### src/sv/mpq_pkg.sv
// mpq_pkg: shared codes and default sizes for the min priority queue
// opcode and status codes, cell command codes and the cell control bundle
// no dependencies
package mpq_pkg;

  // default sizes for the top level parameters
  localparam int CAPACITY_DEFAULT = 64;
  localparam int ID_BITS_DEFAULT  = 16;
  localparam int KEY_BITS_DEFAULT = 32;

  // width of the result id field on the output channel
  localparam int OUT_ID_BITS = 16;

  // request opcodes
  typedef enum logic [1:0] {
    OP_INSERT     = 2'd0,
    OP_CHANGE_KEY = 2'd1,
    OP_EXTRACT    = 2'd2,
    OP_NOP        = 2'd3
  } opcode_t;

  // result status codes
  typedef enum logic [1:0] {
    ST_OK        = 2'd0,
    ST_EMPTY     = 2'd1,
    ST_FULL      = 2'd2,
    ST_NOT_FOUND = 2'd3
  } status_t;

  // command broadcast to every cell of the chain
  typedef enum logic [4:0] {
    CMD_HOLD    = 5'b00001,
    CMD_MATCH   = 5'b00010,
    CMD_COMPARE = 5'b00100,
    CMD_UPDATE  = 5'b01000,
    CMD_EXTRACT = 5'b10000
  } cell_cmd_t;

  // control bundle from the sequencer to the cells
  typedef struct packed {
    cell_cmd_t cmd;
    logic      is_insert;
  } cell_ctl_t;

endpackage

### src/sv/mpq_cell.sv
// mpq_cell: one slot of the sorted entry chain
// holds one entry, trades entries with its two neighbors on update and takes the next neighbor's entry on extract
// depends on mpq_pkg
module mpq_cell #(
  parameter int CAPACITY = mpq_pkg::CAPACITY_DEFAULT,
  parameter int ID_BITS  = mpq_pkg::ID_BITS_DEFAULT,
  parameter int KEY_BITS = mpq_pkg::KEY_BITS_DEFAULT,
  parameter int INDEX    = 0,
  localparam int RB      = $clog2(CAPACITY),
  localparam int CB      = $clog2(CAPACITY + 1),
  localparam int REC_W   = 1 + ID_BITS + KEY_BITS + 2 * RB
) (
  input  logic                clk,
  input  logic                rst,
  input  mpq_pkg::cell_ctl_t  ctl,
  input  logic [ID_BITS-1:0]  req_id,
  input  logic [CB-1:0]       count,
  input  logic [REC_W-1:0]    bc_rec,
  input  logic [RB-1:0]       bc_pos,
  input  logic [REC_W-1:0]    head_rec,
  input  logic [REC_W-1:0]    prev_rec,
  input  logic                prev_lt,
  input  logic [REC_W-1:0]    next_rec,
  input  logic                next_lt,
  output logic [REC_W-1:0]    cur_rec,
  output logic [REC_W-1:0]    shift_rec,
  output logic                lt,
  output logic                hit,
  output logic                ymatch
);

  // entry: youngest of its id, id, key, age rank, count of older same-id entries
  typedef struct packed {
    logic                youngest;
    logic [ID_BITS-1:0]  id;
    logic [KEY_BITS-1:0] key;
    logic [RB-1:0]       rank;
    logic [RB-1:0]       dup;
  } entry_t;

  localparam logic [RB-1:0] IDX   = RB'(INDEX);
  localparam logic [CB-1:0] IDX_C = CB'(INDEX);

  entry_t cur;
  entry_t cur_next;
  entry_t prev_e;
  entry_t next_e;
  entry_t bc_e;
  entry_t head_e;
  entry_t own_upd;
  entry_t own_ext;
  logic   valid;

  assign prev_e = prev_rec;
  assign next_e = next_rec;
  assign bc_e   = bc_rec;
  assign head_e = head_rec;
  assign valid  = IDX_C < count;

  // entry as handed on during update: youngest mark moves to the new insert
  always_comb begin
    own_upd = cur;
    if (ymatch) begin
      own_upd.youngest = 1'b0;
    end
  end

  // entry as handed on during extract: close the age and duplicate ranks
  always_comb begin
    own_ext = cur;
    if (cur.rank > head_e.rank) begin
      own_ext.rank = cur.rank - RB'(1);
      if (cur.id == head_e.id) begin
        own_ext.dup = cur.dup - RB'(1);
      end
    end
    if (head_e.youngest && (head_e.dup != '0) && (cur.id == head_e.id) &&
        (cur.dup == head_e.dup - RB'(1))) begin
      own_ext.youngest = 1'b1;
    end
  end

  assign shift_rec = (ctl.cmd == mpq_pkg::CMD_EXTRACT) ? own_ext : own_upd;
  assign cur_rec   = cur;

  // next entry: on update move the request entry from its old slot to its sorted slot, on extract shift up
  always_comb begin
    cur_next = cur;
    case (ctl.cmd)
      mpq_pkg::CMD_UPDATE: begin
        if (hit) begin
          if (!prev_lt) begin
            cur_next = prev_e;
          end else if (next_lt) begin
            cur_next = next_e;
          end else begin
            cur_next = bc_e;
          end
        end else if (IDX < bc_pos) begin
          if (lt) begin
            cur_next = own_upd;
          end else if (prev_lt) begin
            cur_next = bc_e;
          end else begin
            cur_next = prev_e;
          end
        end else begin
          if (!lt) begin
            cur_next = own_upd;
          end else if (next_lt) begin
            cur_next = next_e;
          end else begin
            cur_next = bc_e;
          end
        end
      end
      mpq_pkg::CMD_EXTRACT: begin
        cur_next = next_e;
      end
      default: begin
        cur_next = cur;
      end
    endcase
  end

  // entry storage
  always_ff @(posedge clk) begin
    cur <= cur_next;
  end

  // per-cell match and order flags
  always_ff @(posedge clk) begin
    if (rst) begin
      hit    <= 1'b0;
      ymatch <= 1'b0;
      lt     <= 1'b0;
    end else begin
      case (ctl.cmd)
        mpq_pkg::CMD_MATCH: begin
          if (ctl.is_insert) begin
            hit    <= IDX_C == count;
            ymatch <= valid && (cur.id == req_id) && cur.youngest;
          end else begin
            hit    <= valid && (cur.id == req_id) && (cur.dup == '0);
            ymatch <= 1'b0;
          end
        end
        mpq_pkg::CMD_COMPARE: begin
          lt <= valid && !hit &&
                ((cur.key < bc_e.key) || ((cur.key == bc_e.key) && (cur.rank < bc_e.rank)));
        end
        default: begin
          hit <= hit;
        end
      endcase
    end
  end

endmodule

### config.mk
export PLATFORM = sky130hd
export DESIGN_NAME = mpq_cell
export DESIGN_NICKNAME = d
export VERILOG_FILES = /design/src/sv/mpq_pkg.sv /design/src/sv/mpq_cell.sv
export SDC_FILE = /design/constraint.sdc
export NUM_CORES = 1
export LEC_CHECK = 0
export BUFFER_PORTS_ARGS = -buffer_cell sky130_fd_sc_hd__buf_2
export CAP_MARGIN = 20
export CORE_AREA = 2 2 157 159
export DETAILED_ROUTE_END_ITERATION = 6
export DIE_AREA = 0 0 159 161
export GPL_TIMING_DRIVEN = 0
export PLACE_DENSITY = 0.62
export SETUP_SLACK_MARGIN = 0.02
export SLEW_MARGIN = 20
export SYNTH_ARGS = -nofsm -noshare
export SYNTH_HDL_FRONTEND = slang
export SYNTH_SLANG_ARGS = --single-unit
### constraint.sdc
create_clock -name clk -period 12.9 [get_ports clk]
set_input_delay 2.58 -clock clk [delete_from_list [all_inputs] [get_ports clk]]
set_output_delay 2.58 -clock clk [all_outputs]
set_load 0.01 [all_outputs]
---- Word-level counts from Yosys, hierarchy flattened ----
Cells that the tools add are included.
storage, ports and cells
  register bits ........................... 64
  input port bits ......................... 283
  output and inout bits ................... 125
  logic and storage cells ................. 57
operators by class
  add/sub/neg operators ................... 3
  $lt $le $gt $ge ......................... 5
  equality and inequality tests ........... 10
  mux-type cells .......................... 15
  reduce and logical (&&, ||, !) cells .... 16
operators by type and width
  kind                                                        number
  two-way mux 61 bit                                          8
  case mux 61 bit (2 select lines)                            1
  equality test 16 bit                                        2
  equality test 32 bit                                        1
  less-than comparator 32 bit                                 1
  subtractor 6 x 1 -> 6 bit (second input constant)           3
  two-way mux 12 bit                                          1
  logical AND 1 bit                                           9
  inequality test 4 bit (second input constant)               2
  zero test 7 bit                                             1
  less-than comparator 1 x 7 -> 1 bit (first input constant)  1
  equality test 6 bit                                         1
  > comparator 6 bit                                          1
  zero test 6 bit                                             1
  less-than comparator 1 x 6 -> 1 bit (first input constant)  1
  less-than comparator 6 bit                                  1
  two-way mux 6 bit                                           1
  nonzero test 6 bit                                          1
  equality test 5 x 2 -> 1 bit (second input constant)        1
  equality test 5 x 3 -> 1 bit (second input constant)        1
  equality test 5 x 4 -> 1 bit (second input constant)        1
  equality test 5 bit (second input constant)                 1
  two-way mux 1 bit                                           4
  AND reduction 3 bit                                         1
  3 further kinds                                             3

---- Depth between registers and ports, before layout ----
Gate-level depths: netlist (run 1).
  depth in word-level cells ............... 6
  gate-level depth with buffers ........... 8
  mapped depth without buffers ............ 7

---- Worst setup path before layout (run 1) ----
OpenSTA, ideal clock, no wires.
  path type ............................... input to register
  start ................................... in bc_pos[3]
  end ..................................... reg cur (netlist bit cur_rec[0]) (enable)
  setup time .............................. 0.498 ns
  arrival time ............................ 6.769 ns
  required time ........................... 12.402 ns
  slack ................................... 5.634 ns
  stages .................................. 6
  path buffers ............................ 1
  cells stage by stage .................... nor4_1 and2_1 buf_2 xnor2_1 o21bai_1 a21oi_1
between the ends
  longest elaborated chain between the ends .. 3
  elaborated cells between the ends (all ways) .. 4
  classes of those cells .................. 1 x order compare; 2 x eq/ne; 1 x reduce/logical
ends and longest elaborated chain
  element                                   RTL line         text
  start, declared                           mpq_cell.sv:19   input logic [RB-1:0] bc_pos,
  less-than comparator 1 x 6 -> 1 bit (*)   mpq_cell.sv:99   end else if (IDX < bc_pos) begin
  inequality test 4 bit (no source line)    n/a
  AND reduction 3 bit (no source line) (*)  n/a
  end signal, assigned                      mpq_cell.sv:128  cur <= cur_next;
  end, declared                             mpq_cell.sv:44   entry_t cur;
Mark *: on every way between the ends. The rest lies on a longest branch, timed or not.
A chain may end at the register's enable or synchronous reset.

---- Final worst setup path (run 1) ----
  start ................................... in ctl[3] in the netlist's numbering
  end ..................................... out shift_rec[60]
between the ends
  longest elaborated chain between the ends .. 2
ends and longest elaborated chain
  element              RTL line        text
  start, declared      mpq_cell.sv:15  input mpq_pkg::cell_ctl_t ctl,
  equality test 5 bit  mpq_cell.sv:83  assign shift_rec = (ctl.cmd == mpq_pkg::CMD_EXTRACT) ? own_ext : own_upd;
  two-way mux 61 bit   mpq_cell.sv:83
  end, declared        mpq_cell.sv:26  output logic [REC_W-1:0] shift_rec,
Every way passes these cells.

==> results.cfg, run 1 <==
[cts]
postCtsSetupRepairBufs = 0
cts_max_path_buffers = 2
cts_buffers = 9
cts_tree = built
clock-sinks = 64
cts_max_level = 3
cts_resized = 0
cts-hold-fix-buffers = 0
clkTransAtPathRegs_ps = 60
root_buffer = clkbuf_16
clk_latency_ps = 360

[logic_synthesis]
synthTopCellsByCount = 117 x o211ai_1, 75 x clkbuf_1, 69 x a211oi_1, 63 x a31oi_1, 63 x mux2i_1
synth_fa_ha_area_share_pct = 6.84
avgSynthCellArea_um2 = 8.36
synth_edf_count = 61
synth_xor_area_share_pct = 5.09
ys_warn_count = 0
ys_top_cells_by_area = edfxtp_1 21%, o211ai_1 10%, mux2i_1 7.3%
yosysTopAreaCellShare_pct = 21.3
synth_compound_area_share_pct = 32.2
async_flop_share_pct = 0
syn-num-nets = 1359
yosys.area_share.simple_pct = 12.3
synth_top_family_by_area = compound AO/OA/AOI/OAI gates
yosysSeqAreaShare_pct = 22.0
ys.flop_type = edfxtp_1
synth_top_area_cell = edfxtp_1
synth.most_common_cell = o211ai_1
synth_cell_type_count = 52
muxShareOfSynthArea_pct = 10.6
ys_ff_latch = 64
synth_area_um2 = 8600
synthCells = 1029

[die]
dieArea_um2 = 25600
fp.dieH_um = 161
start_util_pct = 35.9
core-area_um2 = 24000
pin_count = 408
std_cell_rows = 57
die_w_um = 159

[run]
cap_violations = 0

[worst_hold_path]
hp-class = reg -> reg

[setup_path]
endpoint_kind = output pin
slowest_stage = or3_4
worst-setup-path-type = in -> out
crit_chain = buf_2 -> or3_4 -> or2_1 -> buf_6 -> clkbuf_1 -> clkbuf_1 -> a2bb2oi_1 -> buf_2
cp_top_family = buffers and inverters
startpoint_type = input port
crit_path_max_fanout = 10
critPathMaxStageDelay_ps = 400
required_ps = 10320
crit_arrival_ps = 4590
worst-path-buf-inv = 5

[layout]
area_growth_pct = 31.3
fill_cells = 2442
fin_util_pct = 47.1
nNetsFinal = 1748
regArea_um2 = 1890
drive_gt1_share_pct = 38.9
multi_input_area_um2 = 5790

[routing]
viasPerCell = 5.65
vias = 9885
drt_iter0_markers = 966
wl_per_cell_um = 20.8
drt-total-wl_um = 36500
ant_nets = 0
dr.pass1.iters = 5
drc = 0

[run_status]
outcome = finished, final reports clean

[global_route]
grt_pass1_wl_um = 54300
antenna_found_initial = 4
grt_pass1_vias = 9506
grt_max_degree = 20
grt_overflow = 0
grt_use_total_pct = 27.0

[sta]
timing.final.hold_violations = 0
rsz0062_at_grt = no
fin_worst_skew_ps = 13.7
fin_crit_ps = 7170
holdWs_ps = 533
slew_headroom_pct = 32.5
fin_tns_setup_ps = 0
slew_viol_final = 0
clock.fmax_ghz = 0.139
period_share_pct = 55.6
worstMarginPinSlew_ps = 1010
setup_viol_count_final = 0

[power_and_ir_drop]
p_leak_nw = 4.80
p_per_area_nw_per_um2 = 66.0
ir_worst_vdd_v = 0.0000581

[place]
port_buffers = 373
dp_hpwl_um = 27800
routabilityCongestion = 0.887
cell families (layout without fill, tap and decap cells):
family,Yosys count,in the layout
AO/OA/AOI/OAI,392,392
AND/OR/NAND/NOR,195,195
buffers and inverters,193,587
multiplexers,88,88
flip-flops,64,64
XOR/XNOR,50,50
adder cells (fa/ha/maj),47,47
other,0,3
report_power, final:
group / switching, W / leakage [nW] / internal, W
logic: 0.000127 / 4.09 / 0.000113
registers: 0.00000541 / 0.578 / 0.000236
clock network: 0.000115 / 0.138 / 0.000150
cell usage in the layout (no fill, tap or decap), types with 8 or more instances in the layout:
cell type / instances
buf_2: 386
o211ai_1: 117
clkbuf_1: 75
a211oi_1: 69
mux2i_1: 63
a31oi_1: 63
edfxtp_1: 61
or2_2: 60
o21a_1: 56
buf_4: 51
inv_1: 51
nand2_1: 48
ha_1: 47
o21ai_0: 39
xor2_1: 28
mux2_2: 25
nor2_1: 24
xnor2_1: 22
a21oi_1: 17
nand4_1: 10
clkbuf_16: 9
o21ai_1: 8
area by class of cell:
| cell class | instances | area share [%] |
|---|---|---|
| clock buffer | 9 | 1.99 |
| clock inverter | 7 | 0.632 |
| timing repair buffer | 378 | 17.3 |
| tap | 324 | 3.59 |
| antenna | 3 | 0.0665 |
| inverter | 52 | 1.73 |
| sequential | 64 | 16.8 |
| buffer | 141 | 6.64 |
| multi-input combinational | 772 | 51.3 |
stage by stage:
stage | setup WS, ps | area, um^2 | cells | power [W]
floorplan | 5630 | 8600 | 1029 | 0.000386
global placement | 2020 | 10900 | 1726 | 0.000476
detailed placement | 5690 | 11000 | 1731 | 0.000481
CTS | 5690 | 11300 | 1747 | 0.000743
global route | 5550 | 11300 | 1750 | 0.000777
finish | 5730 | 11300 | 1750 | 0.000746
registers in the layout, indices dropped and copies added, names as in the netlist:
signal / count
cur_rec: 61
hit: 1
lt: 1
ymatch: 1
worst register-to-register path, cell delays in order (launching register included):
cell and delay [ps]:
dfxtp_1 340, clkbuf_1 530, clkbuf_1 610, clkbuf_1 450, o21bai_1 200, a21oi_4 510
buf_16 240, buf_16 190
layer usage:
metal / wire length [um] / track usage [%]
met1: 15700 / 35.9
met2: 17400 / 45.4
met3: 2490 / 3.80
met4: 886 / 8.88
met5: 13 / 0
path summary, 6_finish.rpt:
check,start,end,slack (ps),depth (start not counted)
setup / recovery,ctl[3],shift_rec[60],5730,8
hold / removal,ymatch,ymatch,530,2
setup reg to reg,hit,cur_rec[11],9530,7
hold reg to reg,ymatch,ymatch,530,2
Note: power is estimated with default switching activity, not from simulation.
==> inputs of run 2 (changes only) <==
--- a/config.mk
+++ b/config.mk
@@ -5,13 +5,14 @@
 export SDC_FILE = /design/constraint.sdc
 export NUM_CORES = 1
 export LEC_CHECK = 0
+export ABC_AREA = 1
 export BUFFER_PORTS_ARGS = -buffer_cell sky130_fd_sc_hd__buf_2
 export CAP_MARGIN = 20
-export CORE_AREA = 2 2 157 159
+export CORE_AREA = 2 2 156 158
 export DETAILED_ROUTE_END_ITERATION = 6
-export DIE_AREA = 0 0 159 161
+export DIE_AREA = 0 0 158 160
 export GPL_TIMING_DRIVEN = 0
-export PLACE_DENSITY = 0.62
+export PLACE_DENSITY = 0.61
 export SETUP_SLACK_MARGIN = 0.02
 export SLEW_MARGIN = 20
 export SYNTH_ARGS = -nofsm -noshare
==> constraint.sdc (replaced) <==
create_clock -name clk -period 6.8 [get_ports clk]
set_input_delay 1.36 -clock clk [delete_from_list [all_inputs] [get_ports clk]]
set_output_delay 1.36 -clock clk [all_outputs]
set_load 0.01 [all_outputs]
==> results.cfg, run 2 <==
[layout]
fin_util_pct = 46.2
area_growth_pct = 32.0
largest_reg_flops = 61
nNetsFinal = 2054
final_common_cell = buf_2
drive_gt1_share_pct = 28.1
layout_common_cells = 396 x buf_2, 341 x nand2_1, 166 x inv_1

[die]
core-area_um2 = 23800
fp.dieH_um = 160
std_cell_rows = 57
dieArea_um2 = 25300
start_util_pct = 35.0
pin_count = 408
die_w_um = 158

[power_and_ir_drop]
p_per_area_nw_per_um2 = 124
ir_worst_vdd_v = 0.000116
p_leak_nw = 5.80
power_w = 0.00137

[setup_path]
worst-setup-path-type = in -> out
required_ps = 5440
startpoint_type = input port
reg2reg_slack_ps = 3870
endpoint_kind = output pin
crit_path_max_fanout = 5
reg2regPathDepth = 8
crit_arrival_ps = 3120
rr_endpoint = cur_rec[31]
regToRegStartpoint = lt

[logic_synthesis]
avgSynthCellArea_um2 = 6.24
synth_edf_count = 61
ys_top_cells_by_area = edfxtp_1 22%, nand2_1 15%, inv_1 7.5%
synthCells = 1336
ys.flop_type = edfxtp_1
syn-num-nets = 1666
yosysTopAreaCellShare_pct = 22.0
synth.most_common_cell = nand2_1
ys_ff_latch = 64
synth_top_area_cell = edfxtp_1
yosysSeqAreaShare_pct = 22.7
ys_warn_count = 0
synth_area_um2 = 8340
synthTopCellsByCount = 341 x nand2_1, 166 x inv_1, 118 x o21ai_1, 88 x nor2_1, 83 x o21ai_0
synth_cell_type_count = 41
async_flop_share_pct = 0

[sta]
setup_viol_count_final = 0
fin_crit_ps = 4480
fin_worst_skew_ps = 15.0
slew_viol_final = 0
fin_tns_setup_ps = 0
rsz0062_at_grt = no
slew_headroom_pct = 46.5
worstMarginPinSlew_ps = 803
clock.fmax_ghz = 0.223
timing.final.hold_violations = 0
period_share_pct = 65.9

[cts]
cts-hold-fix-buffers = 0
clkTransAtPathRegs_ps = 50
cts_max_path_buffers = 2
clk_latency_ps = 350
clock-sinks = 64
root_buffer = clkbuf_16
cts_tree = built
cts_resized = 0
cts_buffers = 9
postCtsSetupRepairBufs = 0
cts_max_level = 3

[global_route]
grt_pass1_wl_um = 53500
use_met3_pct = 2.69
busiest_layer = met2
grt_max_degree = 20
use_met1_pct = 36.7
grt_use_total_pct = 26.9
antenna_found_initial = 6
gr-usage-met2_pct = 44.1
grt_pass1_vias = 9753
grt_overflow = 0

[worst_hold_path]
min_from = ymatch
worstHoldEndpoint = ymatch
hp-class = reg -> reg
whs_path_depth = 2

[routing]
drt_iter0_markers = 979
dr.pass1.iters = 5
wl_per_cell_um = 17.2
drc = 0
viasPerCell = 5.17
drt-total-wl_um = 35400
ant_nets = 0
vias = 10600

[place]
dp_hpwl_um = 27200
routabilityCongestion = 0.929
port_buffers = 374

[run]
cap_violations = 0

[run_status]
outcome = finished, final reports clean
[run 2: changes by cell type after synthesis, sizes merged, moves of 65 or more]
cell	previous run	this run
a211oi	70	2
inv	52	169
nand2	48	343
nand3	6	74
nor2	24	89
o21ai	47	201
[run 2: logic make-up (layout without fill, tap and decap cells)]
group | count (synthesis) | count (layout) | synth area share [%]
buffers and inverters | 296 | 689 | 16.4
DFF | 64 | 64 | 22.7
other | 0 | 6 | 0
muxes | 1 | 1 | 0.135
adders and majority gates | 47 | 47 | 7.05
AOI/OAI and AO/OA | 354 | 354 | 23.4
and+or+nand+nor | 541 | 541 | 26.9
xor gates and xnor gates | 33 | 33 | 3.46
[run 2: per-stage QoR]
| stage | cells | cell area [um^2] | worst slack, ps | hold slack [ps] |
|---|---|---|---|---|
| after global routing | 2058 | 11000 | 2150 | 594 |
| after CTS | 2053 | 11000 | 2310 | 574 |
| after floorplan | 1336 | 8340 | 1200 | 567 |
| final | 2059 | 11000 | 2320 | 565 |
| after global placement | 2034 | 10600 | -1550 | 560 |
| after detailed placement | 2037 | 10700 | 2310 | 570 |
[run 2: area by class of cell]
| class | count | area (um^2) |
|---|---|---|
| Clock buffer | 9 | 225 |
| Buffer | 126 | 727 |
| Timing Repair Buffer | 377 | 1950 |
| Inverter | 170 | 638 |
| Clock inverter | 7 | 62.6 |
| Sequential cell | 64 | 1890 |
| Tap cell | 324 | 405 |
| Antenna cell | 6 | 15.0 |
| Fill cell | 2543 | 12800 |
| Multi-Input combinational cell | 976 | 5100 |
[run 2: how the worst max path moves through the flow]
| stage | to | start | slack (ps) |
|---|---|---|---|
| 4_1_cts | shift_rec[5] | head_rec[11] | 2310 |
| 3_3_place_gp | cur_rec[26] | ctl[3] | -1550 |
| 2_1_floorplan | cur_rec[0] | bc_pos[5] | 1200 |
| 6_report | shift_rec[5] | head_rec[11] | 2320 |
| 3_5_place_dp | shift_rec[5] | head_rec[11] | 2310 |
| 5_1_grt | shift_rec[5] | head_rec[11] | 2150 |
[run 2: per-layer routing]
metal | vias to the layer above | routed length, um | part of all wire (%)
met1 | 4880 | 15200 | 43
met4 | 0 | 959 | 2.7
li1 | 5181 | - | -
met3 | 53 | 2600 | 7.3
met2 | 531 | 16600 | 47
met5 | - | 0 | 0
[run 2: power breakdown]
group	total (W)	switching [W]	internal [W]
sequential	0.000461	0.0000114	0.000450
clock	0.000479	0.000198	0.000280
combinational	0.000429	0.000250	0.000180
[run 2: worst max-delay path: stages]
cell,delay (ps)
buf_2,80
inv_1,30
ha_1,280
nand2_1,60
nor2_1,140
nand2_1,70
nand3_1,140
nor2b_2,280
nand3_2,160
nor2_2,190
nand3_1,90
nand2_1,60
nand2_1,40
buf_2,130
==> inputs of run 3 (changes only) <==
--- a/config.mk
+++ b/config.mk
@@ -8,9 +8,9 @@
 export ABC_AREA = 1
 export BUFFER_PORTS_ARGS = -buffer_cell sky130_fd_sc_hd__buf_2
 export CAP_MARGIN = 20
-export CORE_AREA = 2 2 156 158
+export CORE_AREA = 2 2 160 162
 export DETAILED_ROUTE_END_ITERATION = 6
-export DIE_AREA = 0 0 158 160
+export DIE_AREA = 0 0 162 164
 export GPL_TIMING_DRIVEN = 0
 export PLACE_DENSITY = 0.61
 export SETUP_SLACK_MARGIN = 0.02
==> constraint.sdc (replaced) <==
create_clock -name clk -period 3.97 [get_ports clk]
set_input_delay 0.794 -clock clk [delete_from_list [all_inputs] [get_ports clk]]
set_output_delay 0.794 -clock clk [all_outputs]
set_load 0.01 [all_outputs]
==> results.cfg, run 3 (synthesis results as in run 2) <==
[run_status]
outcome = finished, final reports clean

[power_and_ir_drop]
p_per_area_nw_per_um2 = 236
clkPwrFrac_pct = 41.7
power_w = 0.00263
p_sw_share_pct = 30.6
ir_worst_vdd_v = 0.000182
p_leak_nw = 5.85
pwr-share-seq_pct = 30.1
p_int_w = 0.00182
p_comb_share_pct = 28.2
net-switching-power_w = 0.000803

[sta]
setup_viol_count_final = 0
slew_headroom_pct = 48.0
fin_crit_ps = 3450
worstMarginPinSlew_ps = 780
timing.final.hold_violations = 0
clock.fmax_ghz = 0.290
rsz0062_at_grt = no
fin_worst_skew_ps = 13.3
slew_viol_final = 0
fin_tns_setup_ps = 0
period_share_pct = 86.9

[place]
dp_cells = 2043
routabilityCongestion = 0.905
port_buffers = 374
dp_hpwl_um = 27700
dpl_cell_area_um2 = 10700

[setup_path]
startpoint_type = flop
endpoint_kind = output pin
required_ps = 3180
cpMostUsedCell = nand2_1
crit_path_max_fanout = 6
crit_arrival_ps = 2660
slowest_stage = edfxtp_1
critPathMaxStageDelay_ps = 530
worst-setup-path-type = reg -> out
crit_chain = ha_1 -> nand2_1 -> nor2_1 -> nand2_1 -> nand3_1 -> nor2b_2 -> nand3_2 -> nor2_2 -> nand3_1 -> nand2_1 -> nand2_1 -> buf_2

[cts]
cts_tree = built
clk_latency_ps = 340
postCtsSetupRepairBufs = 0
cts-hold-fix-buffers = 0
cts_max_path_buffers = 2
cts_max_level = 3
clkTransAtPathRegs_ps = 70
root_buffer = clkbuf_16
cts_buffers = 9
cts_resized = 0
clock-sinks = 64

[die]
fp.dieH_um = 164
dieArea_um2 = 26600
core-area_um2 = 24800
std_cell_rows = 58
die_w_um = 162
pin_count = 408
start_util_pct = 33.6

[layout]
drive_gt1_share_pct = 28.2
area_growth_pct = 33.4
finalInstanceArea_um2 = 11100
layout_common_cells = 396 x buf_2, 341 x nand2_1, 166 x inv_1
largest_reg_flops = 61
instances_no_fill = 2066
final_common_cell = buf_2
nNetsFinal = 2054

[routing]
viasPerCell = 5.15
drt_iter0_markers = 835
ant_nets = 0
drt-total-wl_um = 35700
drc = 0
wl_per_cell_um = 17.3
vias = 10600
dr.pass1.iters = 6

[global_route]
grt_max_degree = 21
grt_pass1_vias = 10000
antenna_found_initial = 5
grt_overflow = 0
grt_pass1_wl_um = 53600
grt_use_total_pct = 25.9

[worst_hold_path]
hp-class = reg -> reg

[run]
cap_violations = 0
## run 3: cell type report
cell class,count,area [um^2]
antenna,7,17.5
timing repair buffer,377,1950
multi-input combinational,976,5100
sequential,64,1890
inverter,170,638
clock inverter,7,168
clock buffer,9,225
fill,2714,13700
tap,330,413
buffer,126,727
## run 3: worst paths after layout
kind / start / end / slack, ps / depth (start not counted)
hold / removal: ymatch / ymatch / 580 / 2
setup reg to reg: lt / cur_rec[22] / 970 / 8
setup / recovery: cur_rec[11] / shift_rec[5] / 520 / 12
hold reg to reg: ymatch / ymatch / 580 / 2
## run 3: power groups by stage
stage / Sequential (W) / Clock [W] / Combinational [W]
3_3_place_gp: 0.000806 / 0 / 0.000712
5_1_grt: 0.000791 / 0.00114 / 0.000832
2_1_floorplan: 0.000806 / 0 / 0.000417
3_5_place_dp: 0.000804 / 0 / 0.000730
6_report: 0.000789 / 0.00110 / 0.000741
4_1_cts: 0.000790 / 0.00111 / 0.000734
## run 3: per-stage QoR
stage / setup WS [ps] / hold slack, ps / utilization, %
4_1_cts: 478 / 575 / 44.8
6_report: 519 / 576 / 44.9
3_5_place_dp: 456 / 567 / 43.2
3_3_place_gp: -1710 / 552 / 42.8
5_1_grt: 336 / 601 / 44.8
2_1_floorplan: 271 / 567 / -
## run 3: routing by layer
metal | vias to the layer above | GRT usage [%] | wire [um]
li1 | 5176 | - | -
met1 | 4880 | 33.2 | 15000
met2 | 532 | 43.8 | 17000
met3 | 58 | 4.14 | 2760
met4 | 0 | 9.69 | 984
met5 | - | 0 | 0
## run 3: worst max-delay path: cells and delay by family, from the launching register on
kind	cells	cell delay (ps)
and+or+nand+nor	10	1270
DFF	1	530
buffers and inverters	1	130
adders and majority gates	1	360
